File: config.mk
export PLATFORM = sky130hd
export DESIGN_NAME = mse_merge_seq
export DESIGN_NICKNAME = d
export VERILOG_FILES = /design/src/rtl/mse_pkg.sv /design/src/rtl/mse_merge_seq.sv
export SDC_FILE = /design/constraint.sdc
export NUM_CORES = 1
export LEC_CHECK = 0
export ABC_AREA = 1
export BUFFER_PORTS_ARGS = -buffer_cell sky130_fd_sc_hd__buf_2
export CAP_MARGIN = 10
export CORE_MARGIN = 2
export CORE_UTILIZATION = 40
export DETAILED_ROUTE_END_ITERATION = 10
export GPL_TIMING_DRIVEN = 1
export SLEW_MARGIN = 40
export SYNTH_ARGS = -nofsm -noshare
export SYNTH_HDL_FRONTEND = slang
export SYNTH_SLANG_ARGS = --single-unit
File: constraint.sdc
create_clock -name clk -period 3.82 [get_ports clk]
set_input_delay 0.573 -clock clk [delete_from_list [all_inputs] [get_ports clk]]
set_output_delay 0.573 -clock clk [all_outputs]
set_load 0.03 [all_outputs]
File: src/rtl/mse_pkg.sv
// Shared types for the merge sort engine: sequencer and top-level state
// encodings, and the control bundle between the merge sequencer and the top.
// No dependencies.
package mse_pkg;

    localparam int DATA_W = 32;

    // Top-level phases: load a batch, sort it, stream it out
    typedef enum logic [2:0] {
        T_LOAD,
        T_START,
        T_SORT,
        T_OUT_RD,
        T_OUT_WAIT
    } mse_top_state_t;

    // Merge sequencer states
    typedef enum logic [3:0] {
        S_IDLE,
        S_PASS,
        S_RUN,
        S_FILL_A,
        S_FILL_B,
        S_MERGE,
        S_REFILL,
        S_COPY_RD,
        S_COPY_WR,
        S_NEXT
    } mse_seq_state_t;

    // Control bundle from the merge sequencer to the memories
    typedef struct packed {
        logic rd_en;    // read source memory at rd_addr
        logic wr_en;    // write destination memory at wr_addr
        logic src_sel;  // 0: store is source, scratch is destination; 1: swapped
        logic done;     // one-cycle pulse, sort finished
    } mse_ctl_t;

endpackage

File: src/rtl/mse_merge_seq.sv
// Merge sequencer: bottom-up stable merge sort over two ping-pong memories
// with a single shared signed comparator. Depends on mse_pkg.
module mse_merge_seq #(
    parameter int MAX_ITEMS = 64
) (
    input  logic                                  clk,
    input  logic                                  rst_n,
    input  logic                                  start,
    input  logic [$clog2(MAX_ITEMS+1)-1:0]        count,
    input  logic [mse_pkg::DATA_W-1:0]            rd_data,
    output logic [$clog2(MAX_ITEMS)-1:0]          rd_addr,
    output logic [$clog2(MAX_ITEMS)-1:0]          wr_addr,
    output logic [mse_pkg::DATA_W-1:0]            wr_data,
    output mse_pkg::mse_ctl_t                     ctl
);
    import mse_pkg::*;

    localparam int CNT_W = $clog2(MAX_ITEMS + 1);
    localparam int AW    = $clog2(MAX_ITEMS);
    localparam int SW    = CNT_W + 2;

    mse_seq_state_t      state_reg, state_next;
    logic [CNT_W-1:0]    n_reg, n_next;
    logic [SW-1:0]       w_reg, w_next;
    logic [SW-1:0]       lo_reg, lo_next;
    logic [SW-1:0]       i_reg, i_next;
    logic [SW-1:0]       j_reg, j_next;
    logic [SW-1:0]       k_reg, k_next;
    logic [SW-1:0]       mid_reg, mid_next;
    logic [SW-1:0]       hi_reg, hi_next;
    logic [DATA_W-1:0]   a_reg, a_next;
    logic [DATA_W-1:0]   b_reg, b_next;
    logic                refill_a_reg, refill_a_next;
    logic                sel_reg, sel_next;

    logic [SW-1:0]       n_ext;
    logic [SW-1:0]       two_w;
    logic [SW-1:0]       run_mid;
    logic [SW-1:0]       run_hi_raw;
    logic [SW-1:0]       run_hi;
    logic [SW-1:0]       rd_idx;
    logic                take_left;

    assign n_ext      = SW'(n_reg);
    assign two_w      = w_reg << 1;
    assign run_mid    = lo_reg + w_reg;
    assign run_hi_raw = lo_reg + two_w;
    assign run_hi     = (run_hi_raw > n_ext) ? n_ext : run_hi_raw;

    // Shared comparator: ties go to the left run
    assign take_left = ($signed(a_reg) <= $signed(b_reg));

    // State and control registers
    always_ff @(posedge clk or negedge rst_n)
    begin
        if (!rst_n)
        begin
            state_reg    <= S_IDLE;
            n_reg        <= '0;
            w_reg        <= '0;
            lo_reg       <= '0;
            i_reg        <= '0;
            j_reg        <= '0;
            k_reg        <= '0;
            mid_reg      <= '0;
            hi_reg       <= '0;
            refill_a_reg <= 1'b0;
            sel_reg      <= 1'b0;
        end
        else
        begin
            state_reg    <= state_next;
            n_reg        <= n_next;
            w_reg        <= w_next;
            lo_reg       <= lo_next;
            i_reg        <= i_next;
            j_reg        <= j_next;
            k_reg        <= k_next;
            mid_reg      <= mid_next;
            hi_reg       <= hi_next;
            refill_a_reg <= refill_a_next;
            sel_reg      <= sel_next;
        end
    end

    // Run head values
    always_ff @(posedge clk)
    begin
        a_reg <= a_next;
        b_reg <= b_next;
    end

    // Next state and memory control
    always_comb
    begin
        state_next    = state_reg;
        n_next        = n_reg;
        w_next        = w_reg;
        lo_next       = lo_reg;
        i_next        = i_reg;
        j_next        = j_reg;
        k_next        = k_reg;
        mid_next      = mid_reg;
        hi_next       = hi_reg;
        a_next        = a_reg;
        b_next        = b_reg;
        refill_a_next = refill_a_reg;
        sel_next      = sel_reg;
        rd_idx        = i_reg;
        wr_data       = rd_data;
        ctl.rd_en     = 1'b0;
        ctl.wr_en     = 1'b0;
        ctl.src_sel   = sel_reg;
        ctl.done      = 1'b0;

        case (state_reg)
            S_IDLE:
            begin
                if (start)
                begin
                    n_next     = count;
                    w_next     = SW'(1);
                    lo_next    = '0;
                    sel_next   = 1'b0;
                    state_next = S_PASS;
                end
            end

            // Start a pass, or finish when a run covers the batch
            S_PASS:
            begin
                if (w_reg < n_ext)
                begin
                    lo_next    = '0;
                    state_next = S_RUN;
                end
                else
                begin
                    ctl.done   = 1'b1;
                    state_next = S_IDLE;
                end
            end

            // Set up one pair of runs; a lone run is copied through
            S_RUN:
            begin
                i_next = lo_reg;
                k_next = lo_reg;
                if (run_mid >= n_ext)
                begin
                    mid_next   = n_ext;
                    state_next = S_COPY_RD;
                end
                else
                begin
                    j_next     = run_mid;
                    mid_next   = run_mid;
                    hi_next    = run_hi;
                    rd_idx     = lo_reg;
                    ctl.rd_en  = 1'b1;
                    state_next = S_FILL_A;
                end
            end

            S_FILL_A:
            begin
                a_next     = rd_data;
                rd_idx     = j_reg;
                ctl.rd_en  = 1'b1;
                state_next = S_FILL_B;
            end

            S_FILL_B:
            begin
                b_next     = rd_data;
                state_next = S_MERGE;
            end

            // Emit the smaller head, fetch its successor
            S_MERGE:
            begin
                ctl.wr_en = 1'b1;
                k_next    = k_reg + 1'b1;
                if (take_left)
                begin
                    wr_data = a_reg;
                    if ((i_reg + 1'b1) < mid_reg)
                    begin
                        i_next        = i_reg + 1'b1;
                        rd_idx        = i_reg + 1'b1;
                        ctl.rd_en     = 1'b1;
                        refill_a_next = 1'b1;
                        state_next    = S_REFILL;
                    end
                    else
                    begin
                        // left run drained: copy the rest of the right run
                        i_next     = j_reg;
                        mid_next   = hi_reg;
                        state_next = S_COPY_RD;
                    end
                end
                else
                begin
                    wr_data = b_reg;
                    if ((j_reg + 1'b1) < hi_reg)
                    begin
                        j_next        = j_reg + 1'b1;
                        rd_idx        = j_reg + 1'b1;
                        ctl.rd_en     = 1'b1;
                        refill_a_next = 1'b0;
                        state_next    = S_REFILL;
                    end
                    else
                    begin
                        // right run drained: copy the rest of the left run
                        state_next = S_COPY_RD;
                    end
                end
            end

            S_REFILL:
            begin
                if (refill_a_reg)
                begin
                    a_next = rd_data;
                end
                else
                begin
                    b_next = rd_data;
                end
                state_next = S_MERGE;
            end

            // Copy remaining elements of one run, reading then writing each one
            S_COPY_RD:
            begin
                if (i_reg < mid_reg)
                begin
                    rd_idx     = i_reg;
                    ctl.rd_en  = 1'b1;
                    state_next = S_COPY_WR;
                end
                else
                begin
                    state_next = S_NEXT;
                end
            end

            S_COPY_WR:
            begin
                wr_data    = rd_data;
                ctl.wr_en  = 1'b1;
                i_next     = i_reg + 1'b1;
                k_next     = k_reg + 1'b1;
                state_next = S_COPY_RD;
            end

            // Advance to the next pair, or swap memories and double the width
            S_NEXT:
            begin
                if (run_hi_raw < n_ext)
                begin
                    lo_next    = run_hi_raw;
                    state_next = S_RUN;
                end
                else
                begin
                    sel_next   = ~sel_reg;
                    w_next     = two_w;
                    state_next = S_PASS;
                end
            end

            default:
            begin
                state_next = S_IDLE;
            end
        endcase
    end

    assign rd_addr = rd_idx[AW-1:0];
    assign wr_addr = k_reg[AW-1:0];

endmodule

### Word level (Yosys, flattened, before mapping)

Cells that the tools add are included.

| operators by class | value |
|---|---|
| add/sub/neg operators | 5 |
| $lt $le $gt $ge | 8 |
| equal/unequal tests | 21 |
| mux-type cells | 55 |
| bitwise logic cells | 2 |
| reduce and logical (&&, ||, !) cells | 21 |

Operator list:

| cell | number |
|---|---|
| $mux W32 | 4 |
| $pmux W32 S2 | 2 |
| $mux W9 | 14 |
| $pmux W9 S2 | 4 |
| $pmux W9 S3 | 2 |
| $pmux W4 S9 | 1 |
| $le A32 B32 Y1 | 1 |
| $add A9 B1 Y9 const B | 3 |
| $lt A9 B9 Y1 | 3 |
| $mux W6 | 4 |
| $ne A2 B2 Y1 const B | 11 |
| $add A9 B9 Y9 | 2 |
| $lt A9 B7 Y1 | 2 |
| $pmux W6 S3 | 1 |
| $eq A4 B3 Y1 const B | 4 |
| $mux W1 | 16 |
| $reduce_bool A2 Y1 | 6 |
| $reduce_and A2 Y1 | 5 |
| $ge A9 B7 Y1 | 1 |
| $gt A9 B7 Y1 | 1 |
| $reduce_and A3 Y1 | 3 |
| $eq A4 B2 Y1 const B | 2 |
| $eq A4 B4 Y1 const B | 2 |
| $mux W4 | 2 |
| other kinds (11) | 16 |

| storage, ports and cells | value |
|---|---|
| bits in registers | 140 |
| input bits | 42 |
| output and inout bits | 48 |
| word-level logic and storage cells | 125 |

### Longest topological paths before layout

Gate-level depths: netlist (run 1).

| logic depth | value |
|---|---|
| word-level depth | 5 |
| gate-level depth with buffers | 23 |
| mapped depth without buffers | 23 |

### Worst setup path before layout (run 1)

OpenSTA, ideal clock, no wires.

| timing | value |
|---|---|
| path kind | flip-flop to output port |
| start point | register lo_reg[2] |
| end point | output rd_addr[0] |
| arrival time | 2891 ps |
| required time | 3247 ps |
| setup slack | 356 ps |
| cell stages (with the launch flop) | 19 |
| buffers on the path | 0 |
| cells stage by stage | dfrtp_1 > ha_1 > nand2_1 > nand2_2 > nand2_1 > nand2_2 > nand3_1 > nand2_1 > xor2_1 > inv_1 > ha_1 > nand2_1 > inv_1 > nand3_1 > nand3_2 > nand2_1 > inv_1 > o21ai_0 > nand3_1 |

| between the ends | value |
|---|---|
| longest elaborated chain between the ends | 4 |

Ends and longest elaborated chain:

| what | line | RTL |
|---|---|---|
| start: declaration | mse_merge_seq.sv:25 | `logic [SW-1:0] lo_reg, lo_next;` |
| start signal: assignment | mse_merge_seq.sv:75 | `lo_reg <= lo_next;` |
| $add A9 B9 Y9 | mse_merge_seq.sv:46 | `assign run_mid = lo_reg + w_reg;` |
| $ge A9 B7 Y1 | mse_merge_seq.sv:149 | `if (run_mid >= n_ext)` |
| $mux W6 | mse_merge_seq.sv:149 |  |
| $pmux W6 S3 | mse_merge_seq.sv:116 | `case (state_reg)` |
| end: declaration | mse_merge_seq.sv:11 | `output logic [$clog2(MAX_ITEMS)-1:0] rd_addr,` |

Every way passes these cells.

### Final worst setup path (run 1)

| timing | value |
|---|---|
| start point | register w_reg[2] |
| end point | output rd_addr[1] |

| between the ends | value |
|---|---|
| longest elaborated chain between the ends | 4 |

Ends and longest elaborated chain:

| what | line | RTL |
|---|---|---|
| start: declaration | mse_merge_seq.sv:24 | `logic [SW-1:0] w_reg, w_next;` |
| start signal: assignment | mse_merge_seq.sv:74 | `w_reg <= w_next;` |
| $add A9 B9 Y9 | mse_merge_seq.sv:46 |  |
| $ge A9 B7 Y1 | mse_merge_seq.sv:149 |  |
| $mux W6 | mse_merge_seq.sv:149 |  |
| $pmux W6 S3 | mse_merge_seq.sv:116 |  |

Every way passes these cells.

==> impl_metrics.yaml, run 1 <==
detailed_routing:
  vias: 8579
  post_drt_wl_per_cell_um: 16.48
  viasPerCell: 5.085
  drt_iter0_drc: 644
  drt_wl_total_mm: 27.80
  firstDrtPassIters: 5
  drc: 0
  final_antenna_net_count: 0
placed_design:
  dp_hpwl_mm: 20.45
  io_buffers: 89
  placed_cells: 1625
  gp_congestion: 0.9041
  dp_slack_ns: 0.2014
synthesis:
  synthMuxAreaShare_pct: 0
  synth-xor-area-share_pct: 2.164
  synth-seq-cells: 136
  synth_area_per_cell_um2: 8.042
  synth_edf_count: 64
  yosysSeqAreaShare_pct: 38.33
  synth_nets: 1343
  syn_area_um2: 9714
  synth-compound-area-share_pct: 8.990
  synth-warning-count: 0
  synth_top_family_by_area: "simple AND/OR/NAND/NOR gates"
  synthFlopType: "dfrtp_1"
  ys_types: 49
  synthAdderAreaFrac_pct: 12.06
  async_flop_share_pct: 52.94
  yosys.area_share.simple_pct: 30.05
  syn_inst: 1208
die:
  core_area_um2: 24110
  ios: 90
  die_area_um2: 25550
  row_count: 57
  die_x_um: 159.8
  start_util_pct: 40.30
  die_h_um: 159.8
global_route:
  busiest_layer: "met2"
  grtUsageMet2_pct: 36.70
  grtUsageMet3_pct: 3.429
  overflow: 0
  grt_util_met1_pct: 28.45
  grt_pass1_wl_mm: 43.50
  grt_max_degree: 73
  grt_pass1_vias: 8288
  grt_usage_pct: 21.72
  antenna_found_initial: 0
setup_path:
  critPathKind: "flop to output port"
  cp_data_required_time_ns: 3.25
  critPathCaptureType: "output port"
  start_kind: "flop"
  crit_fanout: 3
  worst_ep_arrival_time_ns: 3.18
status:
  status: "complete, no violations"
clock_tree:
  clock_latency_ns: 0.43
  htreeDepth: 4
  cts_sinks: 136
  cts_tree: "done"
  cts-root-buf: "clkbuf_16"
  hold_buffers: 0
  cts_buffer_depth: 2
  cts_buffers: 17
  path_clk_slew_ns: 0.07
power_and_ir_drop:
  vdd_drop_max_mv: 0.3772
  p_leak_nw: 6.044
  powerDensity_nw_per_um2: 871.9
timing:
  worst_pin_slew_ns: 0.8083
  period_needed_ns: 3.758
  rsz0062_at_grt: "yes"
  setup_violations: 0
  hold_violations: 0
  fin_worst_skew_ns: 0.009615
  drv_slew: 0
  final.period_utilization_pct: 98.37
  setup_ws_ns: 0.06244
  fmax_mhz: 266.1
  holdWs_ns: 0.1239
  relSlewSlack_pct: 45.82
layout:
  fin_util_pct: 49.33
  layoutNonFillerInstCount: 1687
  mostFrequentLayoutCells: "340 x nand2_1, 151 x inv_1, 83 x ha_1"
  final_common_cell: "nand2_1"
  syn2layout_area_growth_pct: 22.40
  antenna_cells: 0
  nFillCells: 2386
  nets: 1485
  drive_gt1_share_pct: 25.46
job:
  drv_cap: 0
min_path:
  worstHoldPathType: "input pin to async pin"
-- worst max-delay path, cell delays in order (launching register included) --
cell and delay (ns):
dfrtp_1 0.42, ha_4 0.29, nand2_2 0.05, nand2_2 0.07, nand2_2 0.07, nand2_4 0.09, nand3_2 0.07, nand2_2 0.08
xor2_2 0.17, inv_2 0.07, ha_4 0.24, nand2_2 0.06, inv_2 0.04, nand2_2 0.07, buf_6 0.09, nand3b_1 0.16
nor2_8 0.15, nand4_1 0.10, nand2_1 0.10, inv_1 0.05, nand2_2 0.08, nor2_1 0.05, nand2_1 0.08, buf_6 0.13
-- path summary, 6_finish.rpt --
| kind | endpoint | cells past startpoint | startpoint | slack [ns] |
|---|---|---|---|---|
| worst max-delay path | rd_addr[1] | 23 | w_reg[2]$_DFFE_PN0P_ | 0.06 |
| worst min-delay path | i_reg[3]$_DFFE_PN0P_ | 1 | rst_n | 0.12 |
| worst max register to register | hi_reg[5]$_DFFE_PN0P_ | 14 | lo_reg[1]$_DFFE_PN0P_ | 0.43 |
| worst min register to register | mid_reg[3]$_DFFE_PN0P_ | 2 | mid_reg[3]$_DFFE_PN0P_ | 0.47 |
| max in group asynchronous | w_reg[1]$_DFFE_PN0P_ | 1 | rst_n | 3.11 |
| min in group clk | b_reg[7]$_DFFE_PP_ | 1 | rd_data[7] | 0.35 |
-- repair_timing --
action | 4_1_cts | 5_1_grt
pin swaps | 19 | 33
endpoints found under the setup margin | 23 | 39
gates cloned | 0 | 2
gates resized for setup | 35 | 53
setup buffers | 6 | 22
endpoints found under the hold margin | 0 | 0
-- cell usage after synthesis, drive strengths merged, types with 6 or more instances --
| cell | instances | share of area (%) |
|---|---|---|
| a21oi | 46 | 2.4 |
| buf | 16 | 1.6 |
| clkbuf | 11 | 0.43 |
| dfrtp | 72 | 19 |
| edfxtp | 64 | 20 |
| ha | 92 | 12 |
| inv | 165 | 6.4 |
| nand2 | 393 | 16 |
| nand3 | 117 | 7.9 |
| nand3b | 7 | 0.54 |
| nand4 | 18 | 1.3 |
| nor2 | 66 | 3.1 |
| nor3 | 11 | 0.72 |
| o21ai | 66 | 3.7 |
| o22ai | 10 | 0.64 |
| xnor2 | 6 | 0.54 |
| xor2 | 18 | 1.6 |
-- where the power goes --
group          internal [mW]  switching (mW)  leakage [nW]
clock                   1.11           0.690         0.311
combinational           2.22            3.97          4.20
sequential              2.02           0.353          1.53
total                   5.35            5.02          6.04
-- through the flow --
| stage | cell area [um^2] | TNS (ns) | power [mW] |
|---|---|---|---|
| after floorplan | 9714 | 0 | 6.185 |
| after global placement | 10640 | 0 | 7.738 |
| after detailed placement | 10650 | 0 | 7.799 |
| after CTS | 11480 | -0.1434 | 9.843 |
| after global routing | 11890 | -0.6981 | 11.20 |
| final | 11890 | 0 | 10.37 |
-- layout make-up --
type                            instances  area (um^2)  area share, %
Clock buffer                           18        429.2          3.609
Clock inverter                         14        207.7          1.747
Inverter                              165        629.4          5.293
Multi-Input combinational cell        880         5451          45.85
Sequential cell                       136         3732          31.39
Tap cell                              324        405.4          3.409
Timing Repair Buffer                  150         1035          8.702
-- per-layer routing --
| metal | routed length [um] | vias to the layer above |
|---|---|---|
| met3 | 1208 | 54 |
| met1 | 12380 | 4031 |
| met4 | 754 | 0 |
| met5 | 0 | - |
| met2 | 13450 | 214 |
| li1 | - | 4280 |
-- logic make-up (layout without fill, tap and decap cells) --
| family | count (synthesis) | count (layout) |
|---|---|---|
| DFF | 136 | 136 |
| buffers and inverters | 192 | 347 |
| adders and majority gates | 93 | 93 |
| xor gates and xnor gates | 24 | 24 |
| and+or+nand+nor | 613 | 613 |
| AOI/OAI and AO/OA | 150 | 150 |
(Power assumes the default switching activity.)
==> inputs of run 2 (changes only) <==
ABC_AREA = default   (was 1)
SLEW_MARGIN = default   (was 40)
clock period = 4 ns   (was 3.82 ns; I/O delays follow)
==> impl_metrics.yaml, run 2 <==
status:
  violations: "setup timing"
  status: "finished, violations left"
detailed_routing:
  post_drt_wl_per_cell_um: 18.68
  drt_iter0_drc: 637
  drc: 0
  drt_wl_total_mm: 27.18
  vias: 8168
  final_antenna_net_count: 0
  viasPerCell: 5.614
  firstDrtPassIters: 7
global_route:
  grt_pass1_vias: 8007
  grt_usage_pct: 22.08
  grt_max_degree: 73
  grt_pass1_wl_mm: 41.77
  overflow: 0
  antenna_found_initial: 0
synthesis:
  yosysTopAreaCellShare_pct: 21.11
  yosysSeqAreaShare_pct: 40.90
  synth_nets: 1114
  yosys.area.top_type: "edfxtp_1"
  synthFlopType: "dfrtp_1"
  synth_common_cells: "102 x nand2_1, 92 x ha_1, 82 x o21ai_0"
  synth-warning-count: 0
  synth_area_per_cell_um2: 9.300
  synth-seq-cells: 136
  syn_inst: 979
  async_flop_share_pct: 52.94
  ys_types: 66
  syn_area_um2: 9105
  synth_top_cells_by_area: "edfxtp_1 21%, dfrtp_1 20%, ha_1 13%"
  yosysMostFrequentCell: "nand2_1"
  synth_edf_count: 64
timing:
  drv_slew: 0
  period_needed_ns: 4.255
  fin_tns_setup_ns: -2.085
  final.period_utilization_pct: 106.4
  fmax_mhz: 235.0
  holdWs_ns: 0.3288
  setup_violations: 30
  fin_worst_skew_ns: 0.01404
  rsz0062_at_grt: "yes"
  worst_pin_slew_ns: 0.9558
  relSlewSlack_pct: 36.28
  hold_violations: 0
  setup_ws_ns: -0.2553
layout:
  multi_input_area_um2: 5773
  mostFrequentLayoutCells: "129 x buf_4, 102 x nand2_1, 77 x ha_1"
  fin_area_um2: 12370
  nets: 1292
  drive_gt1_share_pct: 33.08
  syn2layout_area_growth_pct: 35.84
  final_common_cell: "buf_4"
  seq_area_um2: 3725
  nFillCells: 2022
  antenna_cells: 0
setup_path:
  crit_fanout: 6
  r2r_setup_slack_ns: 0.42
  critPathKind: "flop to output port"
  start_kind: "flop"
  critPathCaptureType: "output port"
  worst_ep_arrival_time_ns: 3.66
  cp_data_required_time_ns: 3.40
power_and_ir_drop:
  intPower_mw: 5.380
  p_seq_share_pct: 23.3
  power.share.clock_pct: 15.9
  p_comb_share_pct: 60.8
  switching_power_mw: 4.486
  powerDensity_nw_per_um2: 797.6
  power.share.switching_pct: 45.47
  vdd_drop_max_mv: 0.4265
  p_leak_nw: 5.497
clock_tree:
  path_clk_slew_ns: 0.06
  cts_tree: "done"
  htreeDepth: 4
  clock_latency_ns: 0.43
  cts_buffer_depth: 2
  cts_buffers: 17
  hold_buffers: 0
  cts-root-buf: "clkbuf_16"
  cts_sinks: 136
die:
  die_x_um: 154.9
  core_area_um2: 22500
  row_count: 55
  die_h_um: 154.9
  start_util_pct: 40.46
  die_area_um2: 23980
  ios: 90
min_path:
  worstHoldPathType: "input pin to async pin"
placed_design:
  dp_hpwl_mm: 18.25
  io_buffers: 89
  gp_congestion: 0.8910
  dpl_cell_area_um2: 10290
job:
  drv_cap: 0
## run 2: cell count changes in the layout (fill, tap and decap cells not counted), moves of 31 or more
cell     previous run  this run
nand3_2            36         1
nand2_2            47         0
inv_1             151        68
buf_4              54       129
nand2_1           340       102
buf_2              80        49
nand3_1            77        19
## run 2: critical path, stage by stage (launching register included)
cell and delay [ns]:
dfrtp_1 0.41, ha_4 0.26, a211oi_4 0.25, o21bai_2 0.14
a21oi_2 0.16, xnor2_1 0.10, ha_1 0.33, o211ai_1 0.12
o31ai_2 0.32, nor4_4 0.12, a222oi_1 0.40, o31ai_1 0.14
a221o_1 0.33, buf_6 0.15
## run 2: stage by stage
step | std cells | total power [mW] | worst slack (ns) | util, %
2_1_floorplan | 979 | 5.354 | 0.005900 | -
3_3_place_gp | 1379 | 6.817 | 0.004464 | 45.74
3_5_place_dp | 1379 | 6.866 | -0.09611 | 45.74
4_1_cts | 1438 | 9.243 | -0.2812 | 51.89
5_1_grt | 1455 | 10.52 | -0.3794 | 54.96
6_report | 1455 | 9.865 | -0.2553 | 54.96
## run 2: power by group through the flow
stage	clock network, mW	registers (mW)	logic, mW
6_report	1.57	2.30	5.99
5_1_grt	1.65	2.36	6.51
4_1_cts	1.60	2.28	5.37
3_5_place_dp	0	2.29	4.58
3_3_place_gp	0	2.28	4.54
2_1_floorplan	0	2.21	3.14
## run 2: layer usage
layer	GRT usage, %	up-vias	wire, um
li1	-	3942	-
met1	28.47	3940	11750
met2	38.18	236	13590
met3	3.677	50	1185
met4	6.614	0	659
met5	0	-	0
## run 2: cell families (layout without fill, tap and decap cells)
logic type / count (synthesis) / in the layout / share of synthesized area, %
AOI/OAI and AO/OA: 281 / 281 / 19.72
and+or+nand+nor: 281 / 281 / 14.54
DFF: 136 / 136 / 40.90
buffers and inverters: 125 / 316 / 5.346
adders and majority gates: 93 / 93 / 12.86
muxes: 33 / 33 / 3.752
xor gates and xnor gates: 30 / 30 / 2.886
## run 2: cell type report
cell class              instances  share of cell area (%)
flip-flops and latches        136                   30.12
clock buffers                  19                   3.500
well taps                     285                   2.883
clock inverters                13                   1.163
multi-input cells             718                   46.68
repair buffers                207                   13.32
inverters                      77                   2.337
## run 2: path summary, 6_finish.rpt
kind	cells past startpoint	to	start
max in group asynchronous	1	j_reg[0]$_DFFE_PN0P_	rst_n
min in group clk	1	b_reg[4]$_DFFE_PP_	rd_data[4]
min reg2reg	1	mid_reg[5]$_DFFE_PN0P_	mid_reg[5]$_DFFE_PN0P_
min	1	sel_reg$_DFFE_PN0P_	rst_n
max reg2reg	13	lo_reg[1]$_DFFE_PN0P_	lo_reg[2]$_DFFE_PN0P_
max	13	rd_addr[3]	w_reg[2]$_DFFE_PN0P_
## run 2: what timing repair did
item | in CTS | in global routing
setup buffers | 25 | 17
endpoints found under the setup margin | 38 | 39
gates cloned | 2 | 4
resized for setup | 162 | 112
pin swaps | 54 | 58
==> inputs of run 3 (changes only) <==
--- a/config.mk
+++ b/config.mk
@@ -6,4 +6,5 @@
 export NUM_CORES = 1
 export LEC_CHECK = 0
+export ABC_AREA = 1
 export BUFFER_PORTS_ARGS = -buffer_cell sky130_fd_sc_hd__buf_2
 export CAP_MARGIN = 10
@@ -12,4 +13,5 @@
 export DETAILED_ROUTE_END_ITERATION = 10
 export GPL_TIMING_DRIVEN = 1
+export SETUP_SLACK_MARGIN = 0.5
 export SYNTH_ARGS = -nofsm -noshare
 export SYNTH_HDL_FRONTEND = slang
==> constraint.sdc (replaced) <==
create_clock -name clk -period 4 [get_ports clk]
set_input_delay 0.6 -clock clk [delete_from_list [all_inputs] [get_ports clk]]
set_output_delay 0.6 -clock clk [all_outputs]
set_load 0.005 [all_outputs]
==> impl_metrics.yaml, run 3 (same netlist as run 1, synthesis figures left out) <==
detailed_routing:
  met2WireLength_mm: 15.02
  vias: 8837
  drt_iter0_drc: 585
  maxUsedRoutingLayer: "met4"
  drc: 0
  firstDrtPassIters: 5
  drt_wl_total_mm: 29.94
  wl_met3_mm: 1.239
  post_drt_wl_per_cell_um: 17.50
  viasPerCell: 5.165
  final_antenna_net_count: 0
  drt-met1-wl_mm: 12.90
placed_design:
  dp_slack_ns: 0.2643
  io_buffers: 89
  gp_congestion: 0.9379
  dp_hpwl_mm: 20.60
  dpl_cell_area_um2: 10580
power_and_ir_drop:
  powerDensity_nw_per_um2: 783.6
  power.share.clock_pct: 16.3
  vdd_drop_max_mv: 0.3933
  switching_power_mw: 4.712
  power.share.switching_pct: 48.25
  intPower_mw: 5.053
  p_seq_share_pct: 23.5
  p_comb_share_pct: 60.2
  p_leak_nw: 6.494
clock_tree:
  cts-root-buf: "clkbuf_16"
  htreeDepth: 4
  cts_sinks: 136
  clock_latency_ns: 0.44
  cts_buffer_depth: 2
  cts_buffers: 17
  cts_tree: "done"
  hold_buffers: 0
  path_clk_slew_ns: 0.07
timing:
  relSlewSlack_pct: 33.44
  period_needed_ns: 3.721
  fin_tns_setup_ns: 0
  setup_ws_ns: 0.2793
  holdWs_ns: 0.3306
  hold_violations: 0
  final.period_utilization_pct: 93.02
  drv_slew: 0
  worst_pin_slew_ns: 0.9984
  rsz0062_at_grt: "yes"
  setup_violations: 0
  fin_worst_skew_ns: 0.01271
  fmax_mhz: 268.8
die:
  die_h_um: 159.8
  die_area_um2: 25550
  core_area_um2: 24110
  start_util_pct: 40.30
  row_count: 57
  ios: 90
  die_x_um: 159.8
setup_path:
  start_kind: "flop"
  crit_end: "rd_addr[3]"
  r2r-end: "state_reg[0]$_DFFE_PN0P_"
  r2r_cells: 16
  critPathCaptureType: "output port"
  critPathKind: "flop to output port"
  r2r_setup_slack_ns: 0.67
  cp_data_required_time_ns: 3.40
  worst_ep_arrival_time_ns: 3.12
  crit_start: "w_reg[2]$_DFFE_PN0P_"
  reg2reg_from: "lo_reg[1]$_DFFE_PN0P_"
  crit_fanout: 6
job:
  drv_cap: 0
layout:
  fin_area_um2: 12460
  final_common_cell: "nand2_1"
  mostFrequentLayoutCells: "331 x nand2_1, 149 x inv_1, 86 x buf_2"
  fin_util_pct: 51.70
  nets: 1509
  syn2layout_area_growth_pct: 28.28
  antenna_cells: 0
  drive_gt1_share_pct: 28.84
global_route:
  grt_pass1_wl_mm: 45.27
  overflow: 0
  antenna_found_initial: 0
  grt_max_degree: 73
  grt_usage_pct: 22.76
  grt_pass1_vias: 8625
status:
  status: "complete, no violations"
min_path:
  worstHoldPathType: "input pin to async pin"
## run 3: cell count changes in the layout (fill, tap and decap cells not counted), sizes merged, moves of 11 or more
cell    delta
a211oi    -14
a21o      -15
a21oi     -32
a222oi    -12
buf       -34
inv       +93
mux2i     -24
nand2    +291
nand3     +98
nor2      +13
nor3      -31
o21ai     -17
xnor2     -11
## run 3: power by group through the flow
stage | Clock, mW | Sequential (mW) | Combinational (mW)
finish | 1.59 | 2.30 | 5.88
floorplan | 0 | 2.21 | 3.28
global placement | 0 | 2.28 | 4.66
CTS | 1.62 | 2.29 | 5.24
detailed placement | 0 | 2.29 | 4.71
global route | 1.67 | 2.34 | 6.49
## run 3: area by class of cell
cell class | instances | area, um^2
Clock buffer | 17 | 425.4
Timing Repair inverter | 3 | 48.80
Multi-Input combinational cell | 881 | 5862
Timing Repair Buffer | 170 | 1195
Fill cell | 2349 | 11640
Clock inverter | 15 | 157.7
Tap cell | 324 | 405.4
Inverter | 165 | 634.4
Sequential cell | 136 | 3734
## run 3: repair_timing
item	in CTS	in global routing
pin swaps	42	63
gates resized for setup	75	88
cloned	6	2
setup buffers	26	29
endpoints found under the setup margin	39	53
## run 3: per-layer routing
layer	global-route usage, %	vias up
met3	3.117	53
met5	0	-
met4	10.20	0
met1	28.44	4227
met2	39.26	224
li1	-	4333
## run 3: per-stage QoR
| stage | power [mW] | std cells |
|---|---|---|
| after floorplan | 5.487 | 1208 |
| after global placement | 6.940 | 1616 |
| after detailed placement | 6.999 | 1616 |
| after CTS | 9.140 | 1680 |
| after global routing | 10.50 | 1711 |
| final | 9.765 | 1711 |
## run 3: worst max-delay path, cell delays in order (launching register included)
cell and delay, ns:
dfrtp_1 0.41, ha_4 0.29, nand2_4 0.05, nand2_4 0.07
nand2_4 0.06, nand2_4 0.08, nand2_4 0.07, nand2_4 0.06
inv_2 0.04, ha_4 0.21, a21o_1 0.15, nor2_1 0.10
nand2_1 0.07, nand2_2 0.07, nand2_2 0.07, nor2_4 0.10
nand3_4 0.13, nor2_4 0.19, nand2_1 0.10, nand2_1 0.07
nor2_1 0.05, nand4_1 0.09, buf_2 0.13
## run 3: how the worst min path moves through the flow
| stage | to | cells past startpoint |
|---|---|---|
| after floorplan | hi_reg[0]$_DFFE_PN0P_ | 0 |
| after global placement | mid_reg[5]$_DFFE_PN0P_ | 2 |
| after detailed placement | mid_reg[1]$_DFFE_PN0P_ | 2 |
| after CTS | b_reg[9]$_DFFE_PP_ | 1 |
| after global routing | b_reg[7]$_DFFE_PP_ | 1 |
| final | i_reg[0]$_DFFE_PN0P_ | 1 |
